## src/hdl/sith_ram.sv

```systemverilog
// Generic single-port-write, single-port-read RAM with registered read data.
// Self-contained; used for the name buffer and both bucket stores.
module sith_ram #(
    parameter int WIDTH = 8,
    parameter int DEPTH = 32
) (
    input  logic                                        clk,
    input  logic                                        we,
    input  logic [((DEPTH > 1) ? $clog2(DEPTH) : 1)-1:0] waddr,
    input  logic [WIDTH-1:0]                            wdata,
    input  logic [((DEPTH > 1) ? $clog2(DEPTH) : 1)-1:0] raddr,
    output logic [WIDTH-1:0]                            rdata
);
    logic [WIDTH-1:0] mem_reg [DEPTH];
    logic [WIDTH-1:0] rdata_reg;

    always_ff @(posedge clk)
    begin
        if (we)
        begin
            mem_reg[waddr] <= wdata;
        end
        rdata_reg <= mem_reg[raddr];
    end

    assign rdata = rdata_reg;
endmodule

```

## config.mk

```make
export PLATFORM = sky130hd
export DESIGN_NAME = sith_ram
export DESIGN_NICKNAME = d
export VERILOG_FILES = /design/src/hdl/sith_ram.sv
export SDC_FILE = /design/constraint.sdc
export NUM_CORES = 1
export LEC_CHECK = 0
export ABC_AREA = 1
export BUFFER_PORTS_ARGS = -buffer_cell sky130_fd_sc_hd__buf_2
export CORE_MARGIN = 8
export CORE_UTILIZATION = 58
export CTS_CLUSTER_SIZE = 24
export DETAILED_ROUTE_END_ITERATION = 16
export PLACE_DENSITY = 0.72
export SLEW_MARGIN = 20
export SYNTH_ARGS = -nofsm -noshare
export SYNTH_HDL_FRONTEND = slang
export SYNTH_SLANG_ARGS = --single-unit
```

## constraint.sdc

```tcl
create_clock -name clk -period 1.4 [get_ports clk]
set_input_delay 0.28 -clock clk [delete_from_list [all_inputs] [get_ports clk]]
set_output_delay 0.28 -clock clk [all_outputs]
set_load 0.02 [all_outputs]
```

==> impl_metrics.toml <==
[outcome]
status = "finished clean"

[setup_path]
startpoint_type = "register"
path_class = "reg2out"
arrival_ps = 1060
path_buf_inv = 1
max_stage_delay_ps = 350
end_kind = "primary output"
worstPathRequired_ps = 1120
r2r_setup_slack_ps = 230
crit_fanout = 1
slowest_stage = "dfxtp_1"
path_cells = "buf_2"
cp_top_family = "flip-flops"

[run]
drv_cap = 0

[worst_hold_path]
hold_path.class = "in2reg"

[clocking]
cts.path.max_buffers = 3
cts.sinks = 264
cts_resized = 0
htreeDepth = 1
cts_tree = "built"
cts_root_buf = "clkbuf_16"
clk_latency_ps = 520
cts_setup_buffers = 0
ctsHoldBuffers = 0
numCtsBuffers = 26
clk_pin_slew_worst_paths_ps = 60

[sta]
clock_skew_ps = 5.89
tightestPinTransition_ps = 713
relSlewSlack_pct = 52.4
final_max_slew_viol_count = 0
period_share_pct = 95.6
setup_violations = 0
hold_viol_final = 0
fmax_ghz = 0.747
finalSetupTns_ps = 0
rsz0062_at_grt = "no"
layout_min_cycle_time_ps = 1340

[power]
peakVddDrop_v = 0.00160
power_density_nw_per_um2 = 1420
leakagePower_uw = 0.00471

[global_routing]
grt_use_total_pct = 20.5
grt_max_degree = 65
first_global_vias = 6883
grt_overflow = 0
grt_pass1_wl_mm = 37.3
antenna_found_initial = 1

[yosys]
synth_top_family_by_area = "simple AND/OR/NAND/NOR gates"
ys_ff_latch = 264
synth_compound_area_share_pct = 0
synth_mux_area_share_pct = 0
yosys.area_share.xor_xnor_pct = 0
postSynthCellCount = 922
synth_area_sq_um = 10800
yosys.area_share.simple_pct = 23.1
synth.distinct_cells = 12
syn-num-nets = 942
ys_seq_area_share_pct = 72.8
synth.avg_cell_area_sq_um = 11.7
synth_fa_ha_area_share_pct = 0
yosys_warnings = 0

[floorplanning]
die_w_um = 152
start_util_pct = 58.4
die_area_sq_um = 23200
rows = 50
placeableCoreArea_sq_um = 18500
pin_count = 28
die_h_um = 152

[route]
drt_pass1_iterations = 5
drt-total-wl_mm = 24.3
drc_errors = 0
routedWlPerCell_um = 19.5
num_vias = 7141
final_antenna_net_count = 0
routed_via_density = 5.75
drt_iter0_drc = 651

[final_layout]
final_common_cell = "nand2_1"
final_cell_mix = "360 x nand2_1, 256 x edfxtp_1, 204 x nand3_1"
largest_reg_flops = 256
nets = 1008
drive_above_1_share_pct = 12.8
diodes = 0
area_delta_synth_final_pct = 14.7
final_util_pct = 67.0

[placement]
dp_hpwl_mm = 14.6
gp_congestion = 0.845
io_buffers = 27
stage by stage:
step | setup slack (ps) | hold WS, ps | instance area (sq um) | std cells | power, uW
finish | 62.1 | 86.8 | 12400 | 1242 | 17500
global route | 40.8 | 80.2 | 12400 | 1242 | 18000
CTS | 46.9 | 61.7 | 12400 | 1242 | 17600
detailed placement | -136 | 607 | 11400 | 1194 | 10100
global placement | -115 | 610 | 11400 | 1194 | 10100
floorplan | 86.0 | 379 | 10800 | 922 | 9640
logic make-up after synthesis:
kind of cell,after synthesis
buffers and inverters,62
flip-flops,264
AND/OR/NAND/NOR,596
cell usage after synthesis, drive strengths merged:
library cell,count,share of area [%]
inv,10,0.35
nand3,204,9.5
edfxtp,256,71
buf,45,3.5
nor2,32,1.1
dfxtp,8,1.5
nand2,360,13
clkbuf,7,0.24
path summary, 6_finish.rpt:
kind                       startpoint          endpoint  cells after the start
max                  rdata[1]$_DFF_P_          rdata[1]                      1
min                          raddr[4]  rdata[3]$_DFF_P_                      3
max reg2reg  mem_reg[13][5]$_DFFE_PP_  rdata[5]$_DFF_P_                      8
min reg2reg  mem_reg[24][2]$_DFFE_PP_  rdata[2]$_DFF_P_                      8
tightest hold or removal path: stages:
cell	delay, ps
buf_2	160
nand2_1	80
nand2_1	40
area by class of cell:
type,count,area (sq um)
Multi-Input combinational cell,596,2490
Inverter,10,40.0
Clock inverter,16,253
Sequential cell,264,7850
Timing Repair Buffer,90,748
Clock buffer,32,694
Fill cell,1283,6090
Tap cell,234,293
metal layers:
layer | vias up | wire length [um] | track usage [%]
li1 | 3334 | - | -
met1 | 3453 | 9960 | 27.3
met2 | 304 | 11700 | 33.7
met3 | 48 | 2000 | 4.00
met4 | 2 | 620 | 6.19
met5 | - | 13 | 0
power by group:
| part | internal, uW | leakage (uW) | total, uW | switching (uW) |
|---|---|---|---|---|
| Clock | 4800 | 0.000451 | 7580 | 2780 |
| Combinational | 335 | 0.00188 | 1120 | 788 |
| Sequential | 8780 | 0.00237 | 8820 | 34.6 |
| Total | 13900 | 0.00471 | 17500 | 3610 |
(Power assumes the default switching activity.)
