--- src/hdl/sith_pkg.sv ---
// Package for the symbol intern hash table: sizes, result status codes,
// controller states, the hash unit's control structs and the PJW step and fold functions.
// Depends on nothing; every other file but sith_ram imports it.
package sith_pkg;

    localparam int TABLE_SIZE   = 2029;
    localparam int MAX_NAME_LEN = 32;
    localparam int HASH_W       = 32;
    localparam int BYTE_W       = 8;
    localparam int IDX_W        = $clog2(TABLE_SIZE);
    localparam int LEN_W        = $clog2(MAX_NAME_LEN + 1);
    localparam int NAME_AW      = (MAX_NAME_LEN > 1) ? $clog2(MAX_NAME_LEN) : 1;
    localparam int CHAR_DEPTH   = TABLE_SIZE * MAX_NAME_LEN;
    localparam int CHAR_AW      = $clog2(CHAR_DEPTH);
    localparam int PROBE_W      = $clog2(TABLE_SIZE + 1);
    localparam int STATUS_W     = 2;
    // Remainder of 2**IDX_W modulo the table size.
    localparam int FOLD_MUL     = (1 << IDX_W) - TABLE_SIZE;

    localparam logic [HASH_W-1:0] TOP_NIBBLE = 32'hF000_0000;

    typedef enum logic [STATUS_W-1:0] {
        STAT_FOUND    = 2'd0,
        STAT_INSERTED = 2'd1,
        STAT_FULL     = 2'd2,
        STAT_TOO_LONG = 2'd3
    } status_t;

    typedef enum logic [3:0] {
        ST_CLEAR,
        ST_IDLE,
        ST_HASH,
        ST_LEN_RD,
        ST_LEN_CHK,
        ST_CMP_RD,
        ST_CMP_CHK,
        ST_INS_RD,
        ST_INS_WR,
        ST_DONE
    } state_t;

    typedef struct packed {
        logic              feed;
        logic              twice;
        logic              clear;
        logic [BYTE_W-1:0] data;
    } hash_ctrl_t;

    typedef struct packed {
        logic             done;
        logic [IDX_W-1:0] start_idx;
    } hash_stat_t;

    function automatic logic [HASH_W-1:0] pjw_feed(input logic [HASH_W-1:0] h,
                                                   input logic [BYTE_W-1:0] c);
        logic [HASH_W-1:0] x;
        logic [HASH_W-1:0] top;
        x   = (h << 4) + HASH_W'(c);
        top = x & TOP_NIBBLE;
        if (top != '0)
        begin
            x = x ^ (top | (top >> 24));
        end
        return x;
    endfunction

    // Folds the bits above IDX_W back onto the low bits; the result is congruent
    // to the input modulo the table size and strictly smaller when any high bit is set.
    function automatic logic [HASH_W-1:0] fold_high(input logic [HASH_W-1:0] h);
        return (h >> IDX_W) * HASH_W'(FOLD_MUL) + HASH_W'(h[IDX_W-1:0]);
    endfunction

endpackage

--- src/hdl/sith_hash.sv ---
// PJW hash accumulator and folding modulo-TABLE_SIZE reduction unit.
// Depends on sith_pkg (pjw_feed, fold_high, hash_ctrl_t, hash_stat_t).
module sith_hash
    import sith_pkg::*;
(
    input  logic       clk,
    input  logic       rst_n,
    input  hash_ctrl_t ctrl,
    output hash_stat_t stat
);
    logic [HASH_W-1:0] hash_reg, hash_next;
    logic [IDX_W-1:0]  rem_reg, rem_next;
    logic              busy_reg, busy_next;
    logic              done_reg, done_next;
    logic [HASH_W-1:0] fed;
    logic [IDX_W-1:0]  low_part;

    // The finished hash is reduced in place, one fold per cycle, until it fits
    // in IDX_W bits. It is then below twice the table size, so one compare and
    // subtract completes the remainder. A 32-bit hash needs at most five folds.
    always_comb
    begin
        hash_next = hash_reg;
        rem_next  = rem_reg;
        busy_next = busy_reg;
        done_next = 1'b0;
        fed       = pjw_feed(hash_reg, ctrl.data);
        low_part  = hash_reg[IDX_W-1:0];
        if (ctrl.clear)
        begin
            hash_next = '0;
        end
        else if (ctrl.feed)
        begin
            if (ctrl.twice)
            begin
                hash_next = pjw_feed(fed, ctrl.data);
                busy_next = 1'b1;
            end
            else
            begin
                hash_next = fed;
            end
        end
        else if (busy_reg)
        begin
            if (hash_reg[HASH_W-1:IDX_W] != '0)
            begin
                hash_next = fold_high(hash_reg);
            end
            else
            begin
                if (low_part >= IDX_W'(TABLE_SIZE))
                begin
                    rem_next = low_part - IDX_W'(TABLE_SIZE);
                end
                else
                begin
                    rem_next = low_part;
                end
                busy_next = 1'b0;
                done_next = 1'b1;
            end
        end
    end

    always_ff @(posedge clk or negedge rst_n)
    begin
        if (!rst_n)
        begin
            hash_reg <= '0;
            busy_reg <= 1'b0;
            done_reg <= 1'b0;
        end
        else
        begin
            hash_reg <= hash_next;
            busy_reg <= busy_next;
            done_reg <= done_next;
        end
    end

    always_ff @(posedge clk)
    begin
        rem_reg <= rem_next;
    end

    assign stat.done      = done_reg;
    assign stat.start_idx = rem_reg;
endmodule

--- config.mk ---
export PLATFORM = sky130hd
export DESIGN_NAME = sith_hash
export DESIGN_NICKNAME = d
export VERILOG_FILES = /design/src/hdl/sith_pkg.sv /design/src/hdl/sith_hash.sv
export SDC_FILE = /design/constraint.sdc
export NUM_CORES = 1
export LEC_CHECK = 0
export BUFFER_PORTS_ARGS = -buffer_cell sky130_fd_sc_hd__buf_2
export CAP_MARGIN = 40
export CORE_UTILIZATION = 50
export CTS_CLUSTER_SIZE = 8
export DETAILED_ROUTE_END_ITERATION = 12
export HOLD_SLACK_MARGIN = 0.03
export PLACE_DENSITY_LB_ADDON = 0.08
export SLEW_MARGIN = 20
export SYNTH_ARGS = -nofsm -noshare
export SYNTH_HDL_FRONTEND = slang
export SYNTH_SLANG_ARGS = --single-unit
--- constraint.sdc ---
create_clock -name clk -period 6.3 [get_ports clk]
set_input_delay 1.26 -clock clk [delete_from_list [all_inputs] [get_ports clk]]
set_output_delay 1.26 -clock clk [all_outputs]
set_load 0.02 [all_outputs]
==> run metrics, run 1 <==
status finished, final reports clean; Cells after Synth 790; root buf cell clkbuf_16; DRT iter0 DRCs 412; slew margin rel. 0.460; synthesis-to-finish area growth 7.01%; WP data required between 6000 and 7000 ps; Worst R2R Setup Slack ~1300 ps; Power Total 2260 uW; Finish-stage setup viols 0; MaxCap Viol Count 0; post-synth top area share 0.164; hpwl dp 16.6 mm; vias in the first global route 5903; Max Clk Rate 200 MHz; core footprint 12700 um2; Worst Hold Class flop to flop; CTS sink count 45; crit end category flop; post-synthesis sequential area ratio 0.180; Hold Buf Count CTS 0; FP Rows 41; Avg Vias per Cell 6.00; RSZ-0062 raised after global routing no; initial core utilization 0.516; Post-layout nets 930; Resized Gates After CTS 0; area post-placement just under 7000 um2; DIE AREA approximately 14000 um2; Top Ports 25; mapped cell area 6570 um2; Ant. Diodes 0; R2R cell count 16; Synth Area in Compound Gates 0.202; Synth cell types 79; Die Ht 117 um; max-slew violation count 0; max FFs per register 32; deepest clock path buffer count 2; final hold violations 0; DRC viols 0; post-route clock period utilization 0.795; P_leak between 0.003 and 0.004 uW; multiplexer share of the synthesized area 0.00762; worst skew pair latency roughly 300 ps; Fin Setup TNS 0 ps; Max IR drop VDD 0.241 mV; CTS tree done; Critical Path End hash_reg[22]; launch point of the worst path hash_reg[5]; pin count of the biggest net entering global routing 34; Finished Layout Cells 974; Die W 117 um; clk slew on worst S/H paths 70 ps; crit path max fanout 12; reg2reg end hash_reg[22]; Least-Margin Pin Slew ~810 ps; number of synthesized register bits 45; Synth area leaders ha_1 16%, dfrtp_1 13%, fa_1 9.1%; simple-gate share of the synthesized area 0.179; CP Data Arrival Time 5190 ps; Primary FF master, synth dfrtp_1; CTS Buf Count 5; GRT Overall Usage 0.322; Post-Place Cells 964; PortBufs 24; syn nets around 900; first-pass GRT wire length 32.6 mm; total wire length approximately 21 mm; syn avg cell area 8.31 um2; leading area contributor after synthesis ha_1; share of cells above drive strength 1 0.0786; Post-Synth Adder-Cell Area 0.255; worst r2r src hash_reg[5]; DR pass1 iterations 5; initial antenna violation count 0; XOR/XNOR Fraction of Synth Area 0.0867; drt wl/cell ~21 um; ANT nets after route 0; Post-CTS Setup Inserts 0; fin area 7030 um2; crit path time final 5010 ps; largest family of logic cells by synthesized area adder cells; total number of vias between 5000 and 6000; RePlAce Congestion 0.958; crit path kind flop to flop; Fin Clk Skew between 3 and 4 ps; Startpoint Class flop; PD cells 321 nW/um2; Ys Warns 0; grt ovf 0; number of synthesized flops with an enable pin 11; H-tree depth 2; Async S/R FF share, synth 0.756
[metal layers]
metal / up-vias / GRT usage / routed length, um
met5: - / 0 / 0
met4: 0 / 0.167 / 937
met3: 47 / 0.0426 / 967
met2: 182 / 0.538 / 9870
met1: 2843 / 0.407 / 8880
li1: 2774 / - / -
[how the worst min path moves through the flow]
| stage | from | end | slack, ps | cells after the start |
|---|---|---|---|---|
| final | busy_reg | busy_reg | 530 | 2 |
| after CTS | busy_reg | busy_reg | 530 | 2 |
| after floorplan | busy_reg | busy_reg | 480 | 2 |
| after detailed placement | busy_reg | busy_reg | 510 | 2 |
| after global placement | busy_reg | busy_reg | 510 | 2 |
| after global routing | busy_reg | busy_reg | 550 | 2 |
[Yosys cell counts (all sizes together) (8+ instances only)]
cell type	number
nand4	11
ha	86
buf	9
a31oi	8
nor2	68
inv	120
o21a	9
a21o	14
nor4	16
dfrtp	34
a211oi	19
xor2	21
nand3	12
clkbuf	18
o31ai	10
edfxtp	11
and3	11
nor3	13
xnor2	44
fa	30
a21oi	50
and2	11
o21ai	36
nand2	37
[stage by stage]
stage / worst slack (ps) / hold WS, ps / utilization
after global placement: 1460 / 510 / 0.534
after global routing: 896 / 549 / 0.552
after detailed placement: 1340 / 513 / 0.539
after CTS: 1310 / 531 / 0.550
after floorplan: 2040 / 484 / -
final: 1290 / 527 / 0.552
[report_power, final]
group / internal, uW / leakage [uW] / switching [uW]
combinational: 563 / 0.00267 / 941
sequential: 351 / 0.000552 / 126
clock: 148 / 0.0000702 / 128
[critical path, cell delays in order (launching register included)]
cell and delay (ps):
dfrtp_1 590, inv_1 180, fa_1 560, inv_1 40, ha_1 260, inv_1 50, fa_1 530, inv_1 40
ha_1 350, o21ai_0 120, o21ai_0 440, a21oi_1 170, o31ai_1 610, a221o_1 330, a31oi_1 120, xnor2_1 150
a221o_1 350
[kinds of logic after synthesis]
| group | count (synthesis) |
|---|---|
| adders and majority gates | 116 |
| xor gates and xnor gates | 65 |
| and+or+nand+nor | 221 |
| buffers and inverters | 147 |
| AOI/OAI and AO/OA | 191 |
| DFF | 45 |
| muxes | 5 |
[placed cells by master, fill, tap and decap left out, drive strengths merged, types with 13 or more instances in the layout]
| master | n |
|---|---|
| xor2 | 21 |
| fa | 30 |
| xnor2 | 44 |
| nand2 | 37 |
| a211oi | 19 |
| o21ai | 36 |
| ha | 86 |
| a21o | 14 |
| nor2 | 68 |
| buf | 31 |
| dfrtp | 34 |
| nor4 | 16 |
| inv | 121 |
| nor3 | 13 |
| a21oi | 50 |
[area by class of cell]
type / instances / area [um2]
clock inverters: 3 / 21.3
fillers: 1251 / 5700
repair buffers: 31 / 224
inverters: 120 / 450
clock buffers: 5 / 125
well taps: 172 / 215
multi-input cells: 598 / 4810
flip-flops and latches: 45 / 1180
No activity file was read; power rests on OpenSTA's default activity.
==> run 2, diff against run 1 <==
--- a/config.mk
+++ b/config.mk
@@ -5,6 +5,7 @@
 export SDC_FILE = /design/constraint.sdc
 export NUM_CORES = 1
 export LEC_CHECK = 0
+export ABC_AREA = 1
 export BUFFER_PORTS_ARGS = -buffer_cell sky130_fd_sc_hd__buf_2
 export CAP_MARGIN = 40
 export CORE_UTILIZATION = 50
==> constraint.sdc (replaced) <==
create_clock -name clk -period 4.09 [get_ports clk]
set_input_delay 0.818 -clock clk [delete_from_list [all_inputs] [get_ports clk]]
set_output_delay 0.818 -clock clk [all_outputs]
set_load 0.02 [all_outputs]
==> run 2 against run 1 <==
Fmax up 29%. Sequential power up 38%. Routed wire length up 7.1%. Largest power group unchanged.
==> run metrics, run 2 <==
Primary FF master, synth dfrtp_1; crit end category flop; Post-layout nets 1220 (+31%); initial core utilization 0.521 (+0.00498); MaxCap Viol Count 0 (unchanged); grt ovf 0 (unchanged); pin count of the biggest net entering global routing 36 (+5.9%); DRT iter0 DRCs 600 (+46%); total wire length 22.1 mm (+7.1%); max-slew violation count 0 (unchanged); post-synthesis sequential area ratio 0.168 (-0.0114); root buf cell clkbuf_16; share of cells above drive strength 1 0.126 (+0.0478); Synth area leaders ha_1 15%, nand2_1 13%, dfrtp_1 12%; DIE AREA 14500 um2 (+6.7%); CTS sink count 45 (unchanged); syn avg cell area 6.74 um2 (-19%); CTS Buf Count 5 (unchanged); most frequent cells in the layout 243 x nand2_1, 201 x inv_1, 88 x nand3_1, 84 x ha_1, 69 x nor2_1; status finished, final reports clean; DR pass1 iterations 5 (unchanged); Die Ht 120 um (+3.3%); Ant. Diodes 0 (unchanged); H-tree depth 2 (unchanged); GRT Overall Usage 0.322 (-0.000410); P_leak 0.00405 uW (+23%); most frequent cells after synthesis 244 x nand2_1, 205 x inv_1, 88 x nand3_1, 86 x ha_1, 69 x nor2_1; CP Data Arrival Time 4020 ps (-1170 ps); mapped cell area 7010 um2 (+6.8%); Gate power share 0.717 (+0.051); number of synthesized flops with an enable pin 11 (unchanged); Least-Margin Pin Slew 817 ps (+10.9 ps); Async S/R FF share, synth 0.756 (unchanged); crit path max fanout 4 (-8); largest family of logic cells by synthesized area simple AND/OR/NAND/NOR gates; slew margin rel. 0.455 (-0.00552); PortBufs 24 (unchanged); Fin Setup TNS 0 ps (unchanged); fin area 7760 um2 (+10%); ANT nets after route 0 (unchanged); Worst R2R Setup Slack 210 ps (-1080 ps); Die W 120 um (+3.3%); Cells after Synth 1040 (+32%); switching power 2090 uW (+75%); DRC viols 0 (unchanged); worst r2r src hash_reg[9]; Max Clk Rate 258 MHz (+29%); post-route clock period utilization 0.948 (+0.153); Max IR drop VDD 0.366 mV (+52%); Net Sw Frac 0.546 (+0.0163); number of synthesized register bits 45 (unchanged); area post-placement 7520 um2 (+9.7%); final hold violations 0 (unchanged); syn nets 1169 (+27%); crit path time final 3880 ps (-1130 ps); max FFs per register 32 (unchanged); Worst Hold Class input pin to asynchronous set/reset pin; Avg Vias per Cell 5.39 (-10%); Finish-stage setup viols 0 (unchanged); reg2reg end hash_reg[16]; total number of vias 6839 (+17%); PD cells 493 nW/um2 (+53%); Clk pwr share 0.111 (-0.012); first-pass GRT wire length 35.5 mm (+8.8%); commonest non-fill, non-tap cell in the layout nand2_1; crit path kind flop to flop; clk slew on worst S/H paths 70 ps (about the same); deepest clock path buffer count 2 (unchanged); RePlAce Congestion 0.942 (-1.7%); Post-Synth Adder-Cell Area 0.239 (-0.0162); Ys Warns 0 (unchanged); R2R cell count 17 (+1); simple-gate share of the synthesized area 0.325 (+0.146); worst skew pair latency 300 ps (about the same); Filler Cell Count 1362 (+8.9%); XOR/XNOR Fraction of Synth Area 0.0423 (-0.0444); leading area contributor after synthesis ha_1; Synth Area in Compound Gates 0.102 (-0.0997); Power Total 3820 uW (+69%); WP data required 4230 ps (-2250 ps); Hold WS 469 ps (-57.6 ps); hpwl dp 18.4 mm (+11%); CTS tree done; initial antenna violation count 0 (unchanged); core footprint 13500 um2 (+5.7%); most instantiated library cell after synthesis nand2_1; Top Ports 25 (unchanged); vias in the first global route 6479 (+9.8%); Seq pwr share 0.172 (-0.039); Pint 1740 uW (+63%); post-synth top area share 0.153 (-0.0104); synthesis-to-finish area growth 10.7%; Fin Clk Skew 6.09 ps (+2.23 ps); Synth cell types 46 (-42%); multiplexer share of the synthesized area 0 (-0.00762); drt wl/cell 17.4 um (-18%); Startpoint Class flop; FP Rows 42 (+2.4%)
==> run 2: layer usage <==
metal / vias to the layer above / share of wire / global-route usage
li1: 3408 / - / -
met1: 3141 / 0.46 / 0.451
met2: 227 / 0.43 / 0.490
met3: 63 / 0.059 / 0.0406
met4: 0 / 0.051 / 0.152
met5: - / 0 / 0
==> run 2: how the worst max path moves through the flow <==
stage / start / to / cells after the start
after floorplan: hash_reg[5] / hash_reg[17] / 24
after global placement: hash_reg[15] / hash_reg[16] / 17
after detailed placement: hash_reg[7] / hash_reg[16] / 17
after CTS: hash_reg[7] / hash_reg[16] / 17
after global routing: hash_reg[9] / hash_reg[20] / 20
final: hash_reg[9] / hash_reg[16] / 17
==> run 2: area by class of cell <==
class | count | area (um2) | share of cell area
inverters | 212 | 796 | 0.103
flip-flops and latches | 45 | 1180 | 0.152
clock inverters | 1 | 7.51 | 0.000968
repair buffers | 59 | 403 | 0.0519
well taps | 176 | 220 | 0.0284
multi-input cells | 768 | 5020 | 0.647
clock buffers | 7 | 133 | 0.0171
==> run 2: cell families after synthesis <==
family | after synthesis
compound gates | 126
fa+ha+maj | 116
buf+inv | 227
flops | 45
simple gates | 493
xor+xnor | 33
==> run 2: power by group through the flow <==
stage / clock [uW] / sequential [uW] / combinational (uW)
final: 425 / 657 / 2740
after global routing: 447 / 667 / 3100
after CTS: 428 / 660 / 2590
after detailed placement: 0 / 669 / 2560
after global placement: 0 / 666 / 2560
after floorplan: 0 / 649 / 1820
==> run 2: worst max-delay path: stages (launching register included) <==
cell      delay, ps
dfrtp_1         390
inv_2           100
fa_1            530
inv_1            50
ha_1            260
inv_1            50
fa_1            540
inv_1            50
ha_1            340
a21oi_1         220
nor2_1           60
o21ai_1         170
nand3_1         130
a21o_1          210
xor2_1          160
o21ai_0         150
o21bai_1        180
o21ai_1         140
==> run 2: metrics by stage <==
| stage | util | setup slack, ps | cells |
|---|---|---|---|
| 3_5_place_dp | 0.559 | 20.6 | 1253 |
| 2_1_floorplan | - | 447 | 1040 |
| 5_1_grt | 0.577 | -10.4 | 1268 |
| 6_report | 0.577 | 213 | 1268 |
| 4_1_cts | 0.570 | 107 | 1261 |
| 3_3_place_gp | 0.557 | 34.1 | 1252 |
==> run 2: what timing repair did <==
item                                    in CTS  in global routing
gates resized for setup                      1                 16
setup buffers                                0                  7
hold endpoints to repair                     0                  0
hold buffers                                 0                  0
pin swaps                                    0                  2
endpoints found under the setup margin       1                 11
gates cloned                                 0                  0
==> run 3, diff against run 2 <==
--- a/config.mk
+++ b/config.mk
@@ -8,6 +8,7 @@
 export ABC_AREA = 1
 export BUFFER_PORTS_ARGS = -buffer_cell sky130_fd_sc_hd__buf_2
 export CAP_MARGIN = 40
+export CORE_ASPECT_RATIO = 0.6
 export CORE_UTILIZATION = 50
 export CTS_CLUSTER_SIZE = 8
 export DETAILED_ROUTE_END_ITERATION = 12
==> run 3 against run 2 <==
Sequential share of layout area fell by 0.060 points. Sequential power grew 3%. Non-clock buffer count unchanged. Critical path depth grew 1. Cell count up 1.4%. Routed wire length up 8.9%. First-iteration DRC count grew 17%. Worst hold slack got worse by 52 ps. Critical path type unchanged. Critical endpoint is now hash_reg[22]. Largest cell class unchanged. Largest power group unchanged.
==> run metrics, run 3 (same netlist as run 2, synthesis figures left out) <==
status finished, final reports clean; MaxCap Viol Count 0 (unchanged); CP Data Arrival Time 4100 ps (+80 ps); layer with the highest usage met1; Finish-stage setup viols 0 (unchanged); Gate power share 0.711 (-0.006); Startpoint Class flop; RSZ-0062 raised after global routing yes; ANT nets after route 0 (unchanged); PortBufs 24 (unchanged); Fin Clk Skew 6.02 ps (-0.0725 ps); slew margin rel. 0.400 (-0.0550); Least-Margin Pin Slew 899 ps (+82.4 ps); deepest clock path buffer count 2 (unchanged); synthesis-to-finish area growth 11.2%; Avg Vias per Cell 5.49 (+1.7%); total wire length 24.1 mm (+8.9%); Max Clk Rate 257 MHz (-0.47%); crit end category flop; GRT met3 Usage 0.108 (+0.0674); crit path kind flop to flop; commonest non-fill, non-tap cell in the layout nand2_1; Die Ht 93.7 um (-22%); final hold violations 0 (unchanged); Finished Core Util 0.570 (-0.00619); FP Rows 33 (-21%); DR pass1 iterations 5 (unchanged); fin area 7800 um2 (+0.50%); initial antenna violation count 2 (+2); H-tree depth 2 (unchanged); Finished Layout Cells 1286 (+1.4%); Worst path most repeated cell inv_1; Clk pwr share 0.115 (+0.004); launch point of the worst path hash_reg[10]; post-route clock period utilization 0.952 (+0.00443); core footprint 13700 um2 (+1.6%); CP peak stage delay 540 ps (about the same); Seq pwr share 0.174 (+0.002); root buf cell clkbuf_16; M2 GR Usage 0.434 (-0.0564); met1 GRT Util 0.549 (+0.0981); FF/Latch Area 1180 um2 (+0.11%); Post-Place Cells 1272 (+1.5%); DRT iter0 DRCs 699 (+17%); first-pass GRT wire length 36.6 mm (+3.1%); most frequent cells in the layout 244 x nand2_1, 201 x inv_1, 86 x nand3_1, 84 x ha_1, 69 x nor2_1; max FFs per register 32 (unchanged); P_leak 0.00408 uW (+0.53%); worst skew pair latency 300 ps (about the same); DRC viols 0 (unchanged); Top Ports 25 (unchanged); Filler Cell Count 1342 (-1.5%); area post-placement 7560 um2 (+0.47%); Die W 155 um (+29%); share of cells above drive strength 1 0.132 (+0.00549); CP max stage cell fa_1; initial core utilization 0.513 (-0.00816); worst r2r src hash_reg[10]; CTS tree done; pin count of the biggest net entering global routing 36 (unchanged); worst path buffer plus inverter count 5 (+1); CP top delay family adder cells; vias in the first global route 6203 (-4.3%); hpwl dp 20.0 mm (+8.6%); grt ovf 0 (unchanged); crit path max fanout 4 (unchanged); Post-layout nets 1220 (unchanged); Pint 1710 uW (-1.5%); Worst Hold Class input pin to asynchronous set/reset pin; total number of vias 7056 (+3.2%); Net Sw Frac 0.560 (+0.0139); Max IR drop VDD 0.305 mV (-17%); max-slew violation count 0 (unchanged); WP data required 4300 ps (+70 ps); switching power 2170 uW (+4.2%); clk slew on worst S/H paths 80 ps (about the same); GRT Overall Usage 0.344 (+0.0226); PD cells 498 nW/um2 (+1.1%); CTS Buf Count 5 (unchanged); area of the multi-input gates 5030 um2 (+0.20%); Power Total 3880 uW (+1.6%); drt wl/cell 18.7 um (+7.4%); RePlAce Congestion 0.974 (+3.4%); DIE AREA 14500 um2 (+0.11%); CTS sink count 45 (unchanged); worst path cell trace inv_2 > fa_1 > inv_1 > ha_1 > inv_1 > fa_1 > inv_1 > ha_1 > inv_1 > o21ai_0 > a31oi_1 > nand3_2 > a21oi_4 > o21ai_0 > or2_2 > nand3_1 > nand3_1 > o21ai_0; crit path time final 3900 ps (+18.1 ps)
==> run 3: cell count changes in the layout (fill, tap and decap cells not counted), sizes merged <==
| cell | delta |
|---|---|
| clkbuf | -2 |
| diode | +2 |
| clkinv | +1 |
| inv | +1 |
==> run 3: worst paths after layout <==
check	end	slack (ps)	cells after the start
setup reg to reg	hash_reg[22]	190	18
setup / recovery	hash_reg[22]	190	18
min in group clk	hash_reg[31]	570	2
hold reg to reg	hash_reg[31]	570	2
max in group asynchronous	hash_reg[27]	3190	2
hold / removal	hash_reg[5]	420	1
==> run 3: power by group through the flow <==
stage          Clock, uW  Combinational (uW)  Sequential (uW)
3_5_place_dp           0                2600              676
2_1_floorplan          0                1820              649
4_1_cts              449                2620              667
3_3_place_gp           0                2590              672
5_1_grt              462                3090              681
6_report             447                2760              676
==> run 3: metal layers <==
layer  wire length [um]  vias to the layer above  part of all wire
met4                340                        0             0.014
met1              11900                     3269              0.49
li1                   -                     3411                 -
met3               3120                       27              0.13
met5                  0                        -                 0
met2               8780                      349              0.36
==> run 3: cell type report <==
class,instances,share of cell area
Antenna cell,2,0.000642
Clock buffer,5,0.0160
Clock inverter,3,0.00321
Inverter,212,0.102
Multi-Input combinational cell,768,0.645
Sequential cell,45,0.152
Tap cell,192,0.0308
Timing Repair Buffer,59,0.0507
==> run 3: per-stage QoR <==
stage / hold slack, ps / TNS, ps / worst slack, ps
finish: 417 / 0 / 195
global route: 426 / -22.5 / -15.9
CTS: 416 / 0 / 8.59
detailed placement: 517 / 0 / 57.3
global placement: 521 / 0 / 109
floorplan: 492 / 0 / 447
==> run 3: repair_timing <==
| item | 4_1_cts | 5_1_grt |
|---|---|---|
| gates resized for setup | 0 | 21 |
| buffers inserted | 0 | 4 |
| endpoints found under the setup margin | 0 | 12 |
| hold buffers | 0 | 0 |
==> run 3: worst register-to-register path, stage by stage (launching register included) <==
cell	delay (ps)
dfrtp_1	410
inv_2	110
fa_1	540
inv_1	40
ha_1	260
inv_1	50
fa_1	530
inv_1	50
ha_1	200
inv_1	100
o21ai_0	180
a31oi_1	300
nand3_2	180
a21oi_4	220
o21ai_0	120
or2_2	280
nand3_1	70
nand3_1	70
o21ai_0	110
